## src/hdl/nht_pkg.sv

```systemverilog
`default_nettype none
package nht_pkg;
    localparam int TABLE_SLOTS = 128;
    localparam int NAME_STORE_BYTES = 64;
    localparam int SLOT_W = $clog2(TABLE_SLOTS);
    localparam int POS_W = $clog2(NAME_STORE_BYTES);
    localparam int LEN_W = $clog2(NAME_STORE_BYTES + 1);
    localparam int CNT_W = $clog2(TABLE_SLOTS + 1);
    localparam int PROBE_W = $clog2(TABLE_SLOTS + 1);
    localparam int QUEUE_DEPTH = 2;
    localparam logic [63:0] HASH_BASIS = 64'd1469598103934665603;
    localparam logic [63:0] HASH_PRIME = 64'd1099511628211;

    localparam logic [2:0] ST_ADDED = 3'd0;
    localparam logic [2:0] ST_UPDATED = 3'd1;
    localparam logic [2:0] ST_FOUND = 3'd2;
    localparam logic [2:0] ST_NOT_FOUND = 3'd3;
    localparam logic [2:0] ST_FULL = 3'd4;
    localparam logic [2:0] ST_BAD_NAME = 3'd5;

    localparam logic OP_ADD = 1'b0;
    localparam logic OP_LOOKUP = 1'b1;

    typedef struct packed {
        logic [7:0] name_char;
        logic       last_char;
        logic       operation;
        logic [15:0] new_msg_id;
    } name_item_t;

    typedef struct packed {
        logic [2:0]  status;
        logic [15:0] found_msg_id;
        logic [7:0]  entry_count;
    } lookup_result_t;

    // one finished name: command for the back end
    typedef struct packed {
        logic              operation;
        logic              bad_name;
        logic [LEN_W-1:0]  key_length;
        logic [SLOT_W-1:0] home_slot;
        logic [15:0]       new_msg_id;
    } nht_cmd_t;

    // key byte read port from back end into front end
    typedef struct packed {
        logic [POS_W-1:0] addr;
    } nht_key_rd_t;
endpackage
`default_nettype wire

```

## src/hdl/nht_queue.sv

```systemverilog
`default_nettype none
module nht_queue (
    input  wire logic              clk,
    input  wire logic              rst_n,
    input  wire logic              push_valid,
    input  wire nht_pkg::nht_cmd_t push_data,
    output      logic              push_ready,
    output      logic              pop_valid,
    output      nht_pkg::nht_cmd_t pop_data,
    input  wire logic              pop_ready
);
    import nht_pkg::*;

    localparam int PTR_W = $clog2(QUEUE_DEPTH);

    nht_cmd_t           mem_reg [QUEUE_DEPTH];
    logic [PTR_W-1:0]   wr_reg;
    logic [PTR_W-1:0]   rd_reg;
    logic [PTR_W:0]     cnt_reg;
    logic               push;
    logic               pop;

    assign push_ready = cnt_reg < (PTR_W+1)'(QUEUE_DEPTH);
    assign pop_valid = cnt_reg != '0;
    assign pop_data = mem_reg[rd_reg];
    assign push = push_valid && push_ready;
    assign pop = pop_valid && pop_ready;

    always_ff @(posedge clk)
    begin
        if (push)
            mem_reg[wr_reg] <= push_data;
    end

    always_ff @(posedge clk or negedge rst_n)
    begin
        if (!rst_n)
        begin
            wr_reg <= '0;
            rd_reg <= '0;
            cnt_reg <= '0;
        end
        else
        begin
            if (push)
                wr_reg <= (wr_reg == PTR_W'(QUEUE_DEPTH - 1)) ? '0 : wr_reg + 1'b1;
            if (pop)
                rd_reg <= (rd_reg == PTR_W'(QUEUE_DEPTH - 1)) ? '0 : rd_reg + 1'b1;
            cnt_reg <= cnt_reg + (PTR_W+1)'(push) - (PTR_W+1)'(pop);
        end
    end
endmodule
`default_nettype wire

```

## config.mk

```make
export PLATFORM = sky130hd
export DESIGN_NAME = nht_queue
export DESIGN_NICKNAME = d
export VERILOG_FILES = /design/src/hdl/nht_pkg.sv /design/src/hdl/nht_queue.sv
export SDC_FILE = /design/constraint.sdc
export NUM_CORES = 1
export LEC_CHECK = 0
export ABC_AREA = 0
export CORE_MARGIN = 5
export CORE_UTILIZATION = 56
export CTS_BUF_LIST = sky130_fd_sc_hd__clkbuf_4 sky130_fd_sc_hd__clkbuf_8 sky130_fd_sc_hd__clkbuf_16
export CTS_CLUSTER_SIZE = 40
export DETAILED_ROUTE_END_ITERATION = 8
export DONT_BUFFER_PORTS = 1
export PLACE_DENSITY = 0.77
export SETUP_SLACK_MARGIN = 0.3
export SLEW_MARGIN = 10
export SYNTH_ARGS = -nofsm -noshare
export SYNTH_HDL_FRONTEND = slang
export SYNTH_SLANG_ARGS = --single-unit
```

## constraint.sdc

```tcl
create_clock -name clk -period 2.2 [get_ports clk]
set_input_delay 0.22 -clock clk [delete_from_list [all_inputs] [get_ports clk]]
set_output_delay 0.22 -clock clk [all_outputs]
set_load 0.02 [all_outputs]
```

==> impl_table.tex <==
\begin{tabular}{lr}
\hline
Metric & Value \\
\hline
\multicolumn{2}{l}{\textbf{Worst hold path}} \\
\quad Path category of the worst min-delay check & in2reg \\
\quad Hold\_sp & pop\_ready \\
\quad Worst Hold Path EP & rd\_reg\$\_DFFE\_PN0P\_ \\
\quad Instance count along the most critical hold path & 2 \\
\multicolumn{2}{l}{\textbf{Clock network}} \\
\quad Maximum root-to-sink buffer count & 2 \\
\quad Clock tree from TritonCTS & built \\
\quad Sink Count & 68 \\
\quad Maximum level of the CTS H-tree & 3 \\
\quad Clock root buffer & clkbuf\_8 \\
\quad Number of post-CTS setup repair buffers & 0 \\
\quad Total CTS buffers & 9 \\
\quad Clock-pin slew of the registers on the worst-case setup and hold paths & 0.06 ns \\
\quad Latest clock arrival within the worst-skew pair & between 0.3 and 0.4 ns \\
\multicolumn{2}{l}{\textbf{Critical path}} \\
\quad Crit Reg-Reg Startpoint & cnt\_reg[1]\$\_DFF\_PN0\_ \\
\quad Number of cell instances on the worst register-to-register path & 4 \\
\quad Endpoint type of the worst setup path & primary output \\
\quad Arrival time of the worst setup path & 1.56 ns \\
\quad R2r endpoint & mem\_reg[0][25]\$\_DFFE\_PP\_ \\
\quad Startpoint types & register \\
\quad Max Fanout on Critical Path & 11 \\
\quad Worst path required time & around 2 ns \\
\quad Critical path cell sequence & buf\_4 > mux2\_2 \\
\quad Max stage delay cell, worst path & dfrtp\_4 \\
\quad Crit path largest cell delay & around 0.55 ns \\
\quad Internal reg-to-reg setup slack & around 0.66 ns \\
\quad Path type of the worst setup path & reg2out \\
\multicolumn{2}{l}{\textbf{Yosys}} \\
\quad Yosys reg bits & 68 \\
\quad Post-synthesis cell count & 120 \\
\quad Unique masters post-synth & 17 \\
\quad Post-synth net total & around 160 \\
\quad Number of warnings reported in the yosys synthesis log & 0 \\
\quad Mean post-synth cell area & about 22 sq um \\
\quad Cell area after synthesis & between 2000 and 3000 sq um \\
\quad Sequential share of the synthesized area & 0.759 \\
\multicolumn{2}{l}{\textbf{Flow run}} \\
\quad Max-Cap Viols & 0 \\
\multicolumn{2}{l}{\textbf{Power and ir drop}} \\
\quad Combinational cell fraction of total power & 0.337 \\
\quad Cell-internal power & about 2.8 mW \\
\quad Peak ir drop on the vdd network & between 1 and 1.5 mV \\
\quad Switching share of total power & 0.321 \\
\quad Clock network fraction of total power & 0.207 \\
\quad Sequential power share & 0.456 \\
\quad Total power per unit cell area & around 1300 nW/um\^{}2 \\
\quad Pleak & 1.20 nW \\
\quad Switching component of the power & about 1.3 mW \\
\quad Sum of internal, switching and leakage power & slightly above 4 mW \\
\multicolumn{2}{l}{\textbf{Timing}} \\
\quad Final hold slack & about 0.063 ns \\
\quad Period Utilization, post-route & 0.808 \\
\quad Number of pins exceeding their max-slew limit in the final report & 0 \\
\quad Final count of negative-setup-slack endpoints & 0 \\
\quad Final setup margin & roughly 0.42 ns \\
\quad Slew @ Worst Pin & around 0.26 ns \\
\quad Rel. slew slack & 0.825 \\
\quad Maximum frequency from static timing analysis & 0.562 GHz \\
\quad Setup repair after global routing missed its margin & no \\
\quad Worst-case clock skew & 0.00830 ns \\
\quad Setup TNS & 0 ns \\
\quad Final hold vios & 0 \\
\quad Minimum period implied by the final worst setup slack & around 1.8 ns \\
\multicolumn{2}{l}{\textbf{Layout}} \\
\quad Most frequent standard cell in the layout excluding fill and tap cells & edfxtp\_1 \\
\quad Area delta synth->final & 21.1\% \\
\quad Nets@finish & roughly 200 \\
\quad Flip-flop count of the largest register, all copies and words added & 64 \\
\quad Layout cells sized above 1 & 0.327 \\
\quad Antenna Cells & 0 \\
\quad Commonest cells after routing, fill and taps aside & edfxtp\_1 (64), dlygate4sd3\_1 (33), mux2\_4 (29) \\
\multicolumn{2}{l}{\textbf{GRT}} \\
\quad First-pass GRT wire length & 6820 um \\
\quad GRT Resource Usage Total & 0.151 \\
\quad Initial antenna violation count & 0 \\
\quad Gr ovfl total & 0 \\
\quad Pin count of the biggest net entering global routing & 18 \\
\quad Vias in the first global route & 1338 \\
\multicolumn{2}{l}{\textbf{Place}} \\
\quad Port Buf Inserts & 0 \\
\quad Final GP Congestion & roughly 0.62 \\
\quad Detailed-placement wirelength estimate & between 2000 and 3000 um \\
\quad Placement Setup Slack & $\sim$0.67 ns \\
\multicolumn{2}{l}{\textbf{Floorplanning}} \\
\quad Standard-cell rows & 25 \\
\quad Die boundary width & 79.0 um \\
\quad Die area & about 6200 sq um \\
\quad Top-level port count & 70 \\
\quad Starting utilization of the core area & 0.572 \\
\quad Placeable core area & about 4700 sq um \\
\quad Die Y & 79.0 um \\
\multicolumn{2}{l}{\textbf{Routing}} \\
\quad Number of vias in the routed layout & 1210 \\
\quad Initial DRC count & 62 \\
\quad Average routed wire per standard cell & slightly below 20 um \\
\quad Total routed wirelength & 4360 um \\
\quad Avg Vias per Cell & 5.38 \\
\quad Number of remaining DRC errors & 0 \\
\quad Post-route antenna net violation count & 0 \\
\quad Total iterations of the first detailed-routing run & 5 \\
\multicolumn{2}{l}{\textbf{Status}} \\
\quad Run status & finished, final reports clean \\
\hline
\end{tabular}
-- cells in the mapped netlist --
master     number  area share
nor2_1          2      0.0028
or2_2           1      0.0024
mux2_2          3       0.013
buf_12          3       0.023
and3_1          1      0.0024
dfrtp_1         4       0.038
inv_1           1      0.0014
ha_1            1      0.0047
nor2b_1         1      0.0024
and2_1          1      0.0024
xnor2_1         3      0.0099
mux2_4         29        0.16
edfxtp_1       64        0.72
o21ai_0         2      0.0038
a2bb2oi_1       1      0.0033
nand2_1         2      0.0028
buf_6           1      0.0042
-- critical path, delay by kind of cell, from the launching register on --
kind     cells  cell delay (ns)
mux          1             0.42
flops        1             0.55
buf+inv      1             0.26
-- stage by stage --
| step | util | area, sq um | std cells |
|---|---|---|---|
| after floorplan | - | 2670 | 120 |
| after global placement | 0.585 | 2730 | 176 |
| after CTS | 0.692 | 3220 | 225 |
| final | 0.692 | 3230 | 225 |
| after detailed placement | 0.585 | 2730 | 176 |
| after global routing | 0.692 | 3230 | 225 |
-- how the worst max path moves through the flow --
stage,slack (ns),end,start,depth (start not counted)
2_1_floorplan,0.36,mem_reg[1][0]$_DFFE_PP_,cnt_reg[1]$_DFF_PN0_,2
3_3_place_gp,0.73,pop_data[21],rd_reg$_DFFE_PN0P_,2
3_5_place_dp,0.67,mem_reg[0][25]$_DFFE_PP_,cnt_reg[1]$_DFF_PN0_,4
4_1_cts,0.35,pop_data[21],rd_reg$_DFFE_PN0P_,2
5_1_grt,0.36,pop_data[21],rd_reg$_DFFE_PN0P_,2
6_report,0.42,pop_data[21],rd_reg$_DFFE_PN0P_,2
-- logic make-up after synthesis --
group           after synthesis  share of synthesized area
flops                        68                      0.759
xor+xnor                      3                    0.00987
compound gates                3                    0.00705
fa+ha+maj                     1                    0.00470
mux                          32                      0.176
buf+inv                       5                     0.0282
simple gates                  8                     0.0150
-- cell type report --
type,instances,area (sq um)
clock inverter,3,13.8
fill,284,1430
timing repair buffer,39,388
inverter,1,3.75
tap,54,67.6
clock buffer,13,154
multi-input combinational,47,574
sequential,68,2030
-- repair_timing --
action                                 CTS  global route
hold buffers                            33             0
setup endpoints to repair                0             1
gates resized for setup                  0             1
endpoints found under the hold margin   68             0
-- metal layers --
layer  GRT usage  vias to the layer above  routed length (um)
met4      0.0722                        0                  60
li1            -                      555                   -
met3      0.0465                        6                 242
met5           0                        -                   0
met1       0.166                      608                1640
met2       0.263                       41                2420
-- power by group through the flow --
stage	Clock, mW	Sequential (mW)	Combinational (mW)
2_1_floorplan	0	1.83	1.30
4_1_cts	0.875	1.88	1.42
3_5_place_dp	0	1.91	1.36
6_report	0.854	1.88	1.39
5_1_grt	0.946	1.91	1.46
3_3_place_gp	0	1.88	1.33
Note: power is estimated with default switching activity, not from simulation.
