$ cat config.mk
export PLATFORM = sky130hd
export DESIGN_NAME = nht_front_flat
export DESIGN_NICKNAME = d
export VERILOG_FILES = /design/src/hdl/nht_pkg.sv /design/src/hdl/nht_item_if.sv /design/src/hdl/nht_front.sv /design/src/flat_wrapper.sv
export SDC_FILE = /design/constraint.sdc
export NUM_CORES = 1
export LEC_CHECK = 0
export BUFFER_PORTS_ARGS = -buffer_cell sky130_fd_sc_hd__buf_2
export CORE_MARGIN = 4
export CORE_UTILIZATION = 50
export DETAILED_ROUTE_END_ITERATION = 16
export PLACE_DENSITY = 0.8
export SYNTH_ARGS = -nofsm -noshare
export SYNTH_HDL_FRONTEND = slang
export SYNTH_SLANG_ARGS = --single-unit
$ cat constraint.sdc
create_clock -name clk -period 5.3 [get_ports clk]
set_clock_uncertainty 0.1 [all_clocks]
set_input_delay 0.265 -clock clk [delete_from_list [all_inputs] [get_ports clk]]
set_output_delay 0.265 -clock clk [all_outputs]
set_load 0.05 [all_outputs]
$ cat src/hdl/nht_pkg.sv
`default_nettype none
package nht_pkg;
    localparam int TABLE_SLOTS = 128;
    localparam int NAME_STORE_BYTES = 64;
    localparam int SLOT_W = $clog2(TABLE_SLOTS);
    localparam int POS_W = $clog2(NAME_STORE_BYTES);
    localparam int LEN_W = $clog2(NAME_STORE_BYTES + 1);
    localparam int CNT_W = $clog2(TABLE_SLOTS + 1);
    localparam int PROBE_W = $clog2(TABLE_SLOTS + 1);
    localparam int QUEUE_DEPTH = 2;
    localparam logic [63:0] HASH_BASIS = 64'd1469598103934665603;
    localparam logic [63:0] HASH_PRIME = 64'd1099511628211;

    localparam logic [2:0] ST_ADDED = 3'd0;
    localparam logic [2:0] ST_UPDATED = 3'd1;
    localparam logic [2:0] ST_FOUND = 3'd2;
    localparam logic [2:0] ST_NOT_FOUND = 3'd3;
    localparam logic [2:0] ST_FULL = 3'd4;
    localparam logic [2:0] ST_BAD_NAME = 3'd5;

    localparam logic OP_ADD = 1'b0;
    localparam logic OP_LOOKUP = 1'b1;

    typedef struct packed {
        logic [7:0] name_char;
        logic       last_char;
        logic       operation;
        logic [15:0] new_msg_id;
    } name_item_t;

    typedef struct packed {
        logic [2:0]  status;
        logic [15:0] found_msg_id;
        logic [7:0]  entry_count;
    } lookup_result_t;

    // one finished name: command for the back end
    typedef struct packed {
        logic              operation;
        logic              bad_name;
        logic [LEN_W-1:0]  key_length;
        logic [SLOT_W-1:0] home_slot;
        logic [15:0]       new_msg_id;
    } nht_cmd_t;

    // key byte read port from back end into front end
    typedef struct packed {
        logic [POS_W-1:0] addr;
    } nht_key_rd_t;
endpackage
`default_nettype wire

$ cat src/hdl/nht_item_if.sv
`default_nettype none
interface nht_item_if;
    import nht_pkg::*;
    logic       valid;
    logic       ready;
    name_item_t payload;
    modport source (output valid, output payload, input ready);
    modport sink (input valid, input payload, output ready);
endinterface
`default_nettype wire

$ cat src/hdl/nht_front.sv
`default_nettype none
module nht_front (
    input  wire logic                 clk,
    input  wire logic                 rst_n,
    nht_item_if.sink                  in_ch,
    output      logic                 cmd_valid,
    output      nht_pkg::nht_cmd_t    cmd,
    input  wire logic                 cmd_ready,
    input  wire logic                 key_free,
    input  wire nht_pkg::nht_key_rd_t key_rd,
    output      logic [7:0]           key_rd_data
);
    import nht_pkg::*;

    typedef enum logic [1:0] {S_BYTE, S_MUL, S_FOLD, S_WAIT} state_t;

    state_t           state_reg;
    logic [63:0]      hash_reg;
    logic [63:0]      xored_reg;
    logic [LEN_W-1:0] len_reg;
    logic             over_reg;
    logic             last_reg;
    logic             op_reg;
    logic [15:0]      id_reg;
    logic [7:0]       key_mem [NAME_STORE_BYTES];
    logic [7:0]       key_q_reg;
    logic [31:0]      fold;
    logic [63:0]      prod;

    // prime is 2^40 + 2^8 + low byte: two shifts and a narrow product
    assign prod = {xored_reg[23:0], 40'd0} + {xored_reg[55:0], 8'd0}
                  + (xored_reg * HASH_PRIME[7:0]);
    assign fold = hash_reg[31:0] ^ hash_reg[63:32];

    // hold intake until back end has released the key buffer
    assign in_ch.ready = (state_reg == S_BYTE) && key_free;
    assign cmd_valid = (state_reg == S_WAIT);
    assign cmd.operation = op_reg;
    assign cmd.bad_name = (len_reg == '0) || over_reg;
    assign cmd.key_length = len_reg;
    assign cmd.home_slot = fold[SLOT_W-1:0];
    assign cmd.new_msg_id = id_reg;
    assign key_rd_data = key_q_reg;

    always_ff @(posedge clk)
    begin
        key_q_reg <= key_mem[key_rd.addr];
        if (in_ch.valid && in_ch.ready && in_ch.payload.name_char != 8'd0
            && len_reg < LEN_W'(NAME_STORE_BYTES))
        begin
            key_mem[len_reg[POS_W-1:0]] <= in_ch.payload.name_char;
        end
    end

    always_ff @(posedge clk or negedge rst_n)
    begin
        if (!rst_n)
        begin
            state_reg <= S_BYTE;
            hash_reg <= HASH_BASIS;
            len_reg <= '0;
            over_reg <= 1'b0;
            last_reg <= 1'b0;
            op_reg <= OP_ADD;
            id_reg <= '0;
            xored_reg <= '0;
        end
        else
        begin
            case (state_reg)
                S_BYTE:
                begin
                    if (in_ch.valid && in_ch.ready)
                    begin
                        last_reg <= in_ch.payload.last_char;
                        op_reg <= in_ch.payload.operation;
                        id_reg <= in_ch.payload.new_msg_id;
                        if (in_ch.payload.name_char != 8'd0)
                        begin
                            xored_reg <= hash_reg ^ {56'd0, in_ch.payload.name_char};
                            if (len_reg < LEN_W'(NAME_STORE_BYTES))
                                len_reg <= len_reg + 1'b1;
                            else
                                over_reg <= 1'b1;
                            state_reg <= S_MUL;
                        end
                        else if (in_ch.payload.last_char)
                        begin
                            state_reg <= S_WAIT;
                        end
                    end
                end
                S_MUL:
                begin
                    hash_reg <= prod;
                    state_reg <= last_reg ? S_WAIT : S_BYTE;
                end
                S_WAIT:
                begin
                    if (cmd_ready)
                    begin
                        hash_reg <= HASH_BASIS;
                        len_reg <= '0;
                        over_reg <= 1'b0;
                        state_reg <= S_BYTE;
                    end
                end
                default: state_reg <= S_BYTE;
            endcase
        end
    end
endmodule
`default_nettype wire

$ cat src/flat_wrapper.sv
// flat-port wrapper written by rule: the top's interface ports become plain ports
module nht_front_flat import nht_pkg::*;
  (clk, rst_n, cmd_valid, cmd, cmd_ready, key_free, key_rd, key_rd_data, in_ch_valid, in_ch_payload, in_ch_ready);
  nht_item_if in_ch_i ();
  input  wire logic clk;
  input  wire logic rst_n;
  output      logic cmd_valid;
  output      nht_pkg::nht_cmd_t cmd;
  input  wire logic cmd_ready;
  input  wire logic key_free;
  input  wire nht_pkg::nht_key_rd_t key_rd;
  output      logic [7:0] key_rd_data;
  input wire logic [$bits(in_ch_i.valid)-1:0] in_ch_valid;
  input wire logic [$bits(in_ch_i.payload)-1:0] in_ch_payload;
  output wire logic [$bits(in_ch_i.ready)-1:0] in_ch_ready;
  assign in_ch_i.valid = in_ch_valid;
  assign in_ch_i.payload = in_ch_payload;
  assign in_ch_ready = in_ch_i.ready;
  nht_front u_core (.clk(clk), .rst_n(rst_n), .in_ch(in_ch_i), .cmd_valid(cmd_valid), .cmd(cmd), .cmd_ready(cmd_ready), .key_free(key_free), .key_rd(key_rd), .key_rd_data(key_rd_data));
endmodule
==> results.ini <==
[run_status]
outcome = complete, no violations

[floorplanning]
die_area_sq_um = 63800
die_h_um = 253
die_x_um = 253
ios = 79
num_rows = 89
core_sq_um = 59100
initial_core_util_pct = 50.6

[critical_path]
worstPathArrival_ns = 5.54
crit_path_end_kind = flop
cp_max_fo = 6
criticalPathCategory = flop to flop
crit_required_ns = 5.70
cp-start-kind = flop

[global_routing]
grt_pass1_vias = 17128
groute.layer.met2.usage_pct = 37.2
grt_overflow = 0
grt.total_usage_pct = 22.7
grt_max_degree = 66
grt.busiest_layer = met2
grt_use_met3_pct = 4.86
antenna_found_initial = 0
use_met1_pct = 31.5
grt_first_pass_wirelength_um = 110000

[yosys]
synth_edf_count = 512
syn_area_per_cell_sq_um = 17.9
yosys.area.top_type = edfxtp_1
ys_ff_latch = 626
syn_inst = 1672
synth_most_common_cell = edfxtp_1
synth_top_cell_area_share_pct = 51.4
ys_seq_area_share_pct = 60.9
yosysWarnings = 0
synth_area_leaders = edfxtp_1 (51%), mux4_2 (13%), fa_1 (8.4%)
synthTopCellsByCount = edfxtp_1 (512), mux4_2 (168), ha_1 (148), fa_1 (126), nor2_1 (107)
synth.distinct_cells = 66
async_flop_share_pct = 16.9
synth_flop_cell = edfxtp_1
synth_nets = 1983
synth_area_sq_um = 29900

[cells_and_area]
area_delta_synth_final_pct = 12.1
design_area_sq_um = 33600
finish.utilization_pct = 56.7
drive_above_1_share_pct = 25.0
fillCellCount = 4205
largest_register_ffs = 512
nets = 2114
num_antenna_cells = 0

[route]
viasPerCell = 6.20
dr.pass1.iters = 5
dr.first_iter.drc_count = 1983
detail_route.wirelength_um = 70500
ant_nets = 0
vias = 16270
wl_per_cell_um = 26.8
drc = 0

[worst_hold_path]
hold_class = input pin to flop

[timing]
worstMarginPinSlew_ns = 1.06
max_freq_mhz = 195
final_hold_viol_count = 0
final.min_clock_period_ns = 5.14
fin_setup_tns_ns = 0
drv_slew = 0
max_slew_margin_pct = 29.0
fin_crit_sh_pct = 97.0
rsz0062_at_grt = true
fin_ws_ns = 0.161
finalSetupViolations = 0

[clock_network]
htreeDepth = 2
cts_sinks = 626
cts-root-buf = clkbuf_16
cts.reportedPaths.clkPinSlew_ns = 0.06
clockBufferDepth = 3
cts_tree = yes
cts-buffers-inserted = 60
worstSkewPairLatency_ns = 0.63

[placement]
place.gp.congestion = 0.871
place_area_sq_um = 31300
place_hpwl_um = 43700
post-place-ws_ns = 0.0336
portBuffers = 78

[flow_run]
drv_cap = 0

## worst max-delay path: stages (launching register included)
cell and delay, ns:
dfrtp_2 0.48, fa_1 0.51, ha_1 0.33, fa_1 0.51
fa_1 0.49, ha_1 0.31, ha_1 0.33, a21oi_2 0.15
o211ai_1 0.14, or4_1 0.41, a31o_1 0.27, o211a_1 0.25
or4_1 0.47, a32o_1 0.26
## metrics by stage
step	instances	hold slack (ns)
after CTS	2623	0.0737
final	2626	0.0929
after global placement	2489	0.228
after detailed placement	2489	0.231
after floorplan	1672	-0.131
after global routing	2626	0.126
## layout make-up
cell class	instances	area, sq um	share of cell area, %
sequential	626	18200	54.3
multi-input combinational	932	11300	33.7
clock buffer	70	1550	4.62
tap	773	967	2.88
timing repair buffer	139	942	2.81
clock inverter	42	407	1.21
inverter	44	165	0.492
## path summary, 6_finish.rpt
check / start / endpoint / slack, ns / cells after the start
min in group asynchronous: rst_n / u_core.hash_reg[15] / 0.11 / 2
min reg2reg: u_core.hash_reg[13] / u_core.hash_reg[13] / 0.39 / 2
min: in_ch_payload[20] / u_core.state_reg[1] / 0.09 / 4
max in group asynchronous: rst_n / u_core.xored_reg[18] / 3.70 / 3
max reg2reg: u_core.xored_reg[15] / u_core.hash_reg[34] / 0.16 / 13
max: u_core.xored_reg[15] / u_core.hash_reg[34] / 0.16 / 13
## layer usage
metal  part of all wire [%]  wire length (um)  vias to the layer above
met4                    2.7              1890                        0
met3                    8.8              6180                      126
met2                     50             35000                      859
li1                       -                 -                     6831
met5                      0                 0                        -
met1                     39             27400                     8454
## logic make-up after synthesis
logic type / count (synthesis) / share of synthesized area, %
buffers and inverters: 114 / 1.51
adder cells (fa/ha/maj): 274 / 14.6
AO/OA/AOI/OAI: 162 / 3.68
XOR/XNOR: 44 / 1.29
AND/OR/NAND/NOR: 238 / 3.68
multiplexers: 214 / 14.4
flip-flops: 626 / 60.9
## placed cells by master (no fill, tap or decap), drive strengths merged, types with 6 or more instances in the layout
cell / count
mux4: 168
ha: 148
xnor2: 21
clkbuf: 71
dfrtp: 89
buf: 116
nor3: 13
or3: 8
xor2: 23
o21ai: 32
a21o: 10
dlygate4sd3: 22
dfstp: 17
and3: 6
and2: 6
edfxtp: 512
a21oi: 44
mux2: 46
a31oi: 6
nand4: 9
nand2: 46
nand3: 14
a22o: 8
dfxtp: 8
inv: 45
fa: 126
o21a: 7
clkinv: 34
nor2: 107
## repair_timing
action | 4_1_cts | 5_1_grt
hold buffers | 22 | 0
endpoints found under the hold margin | 78 | 0
gates resized for setup | 0 | 14
endpoints found under the setup margin | 0 | 7
setup buffers | 0 | 3
Power is not shown: default switching activity piles up to over one toggle a cycle in this logic, so the estimate is an artifact.
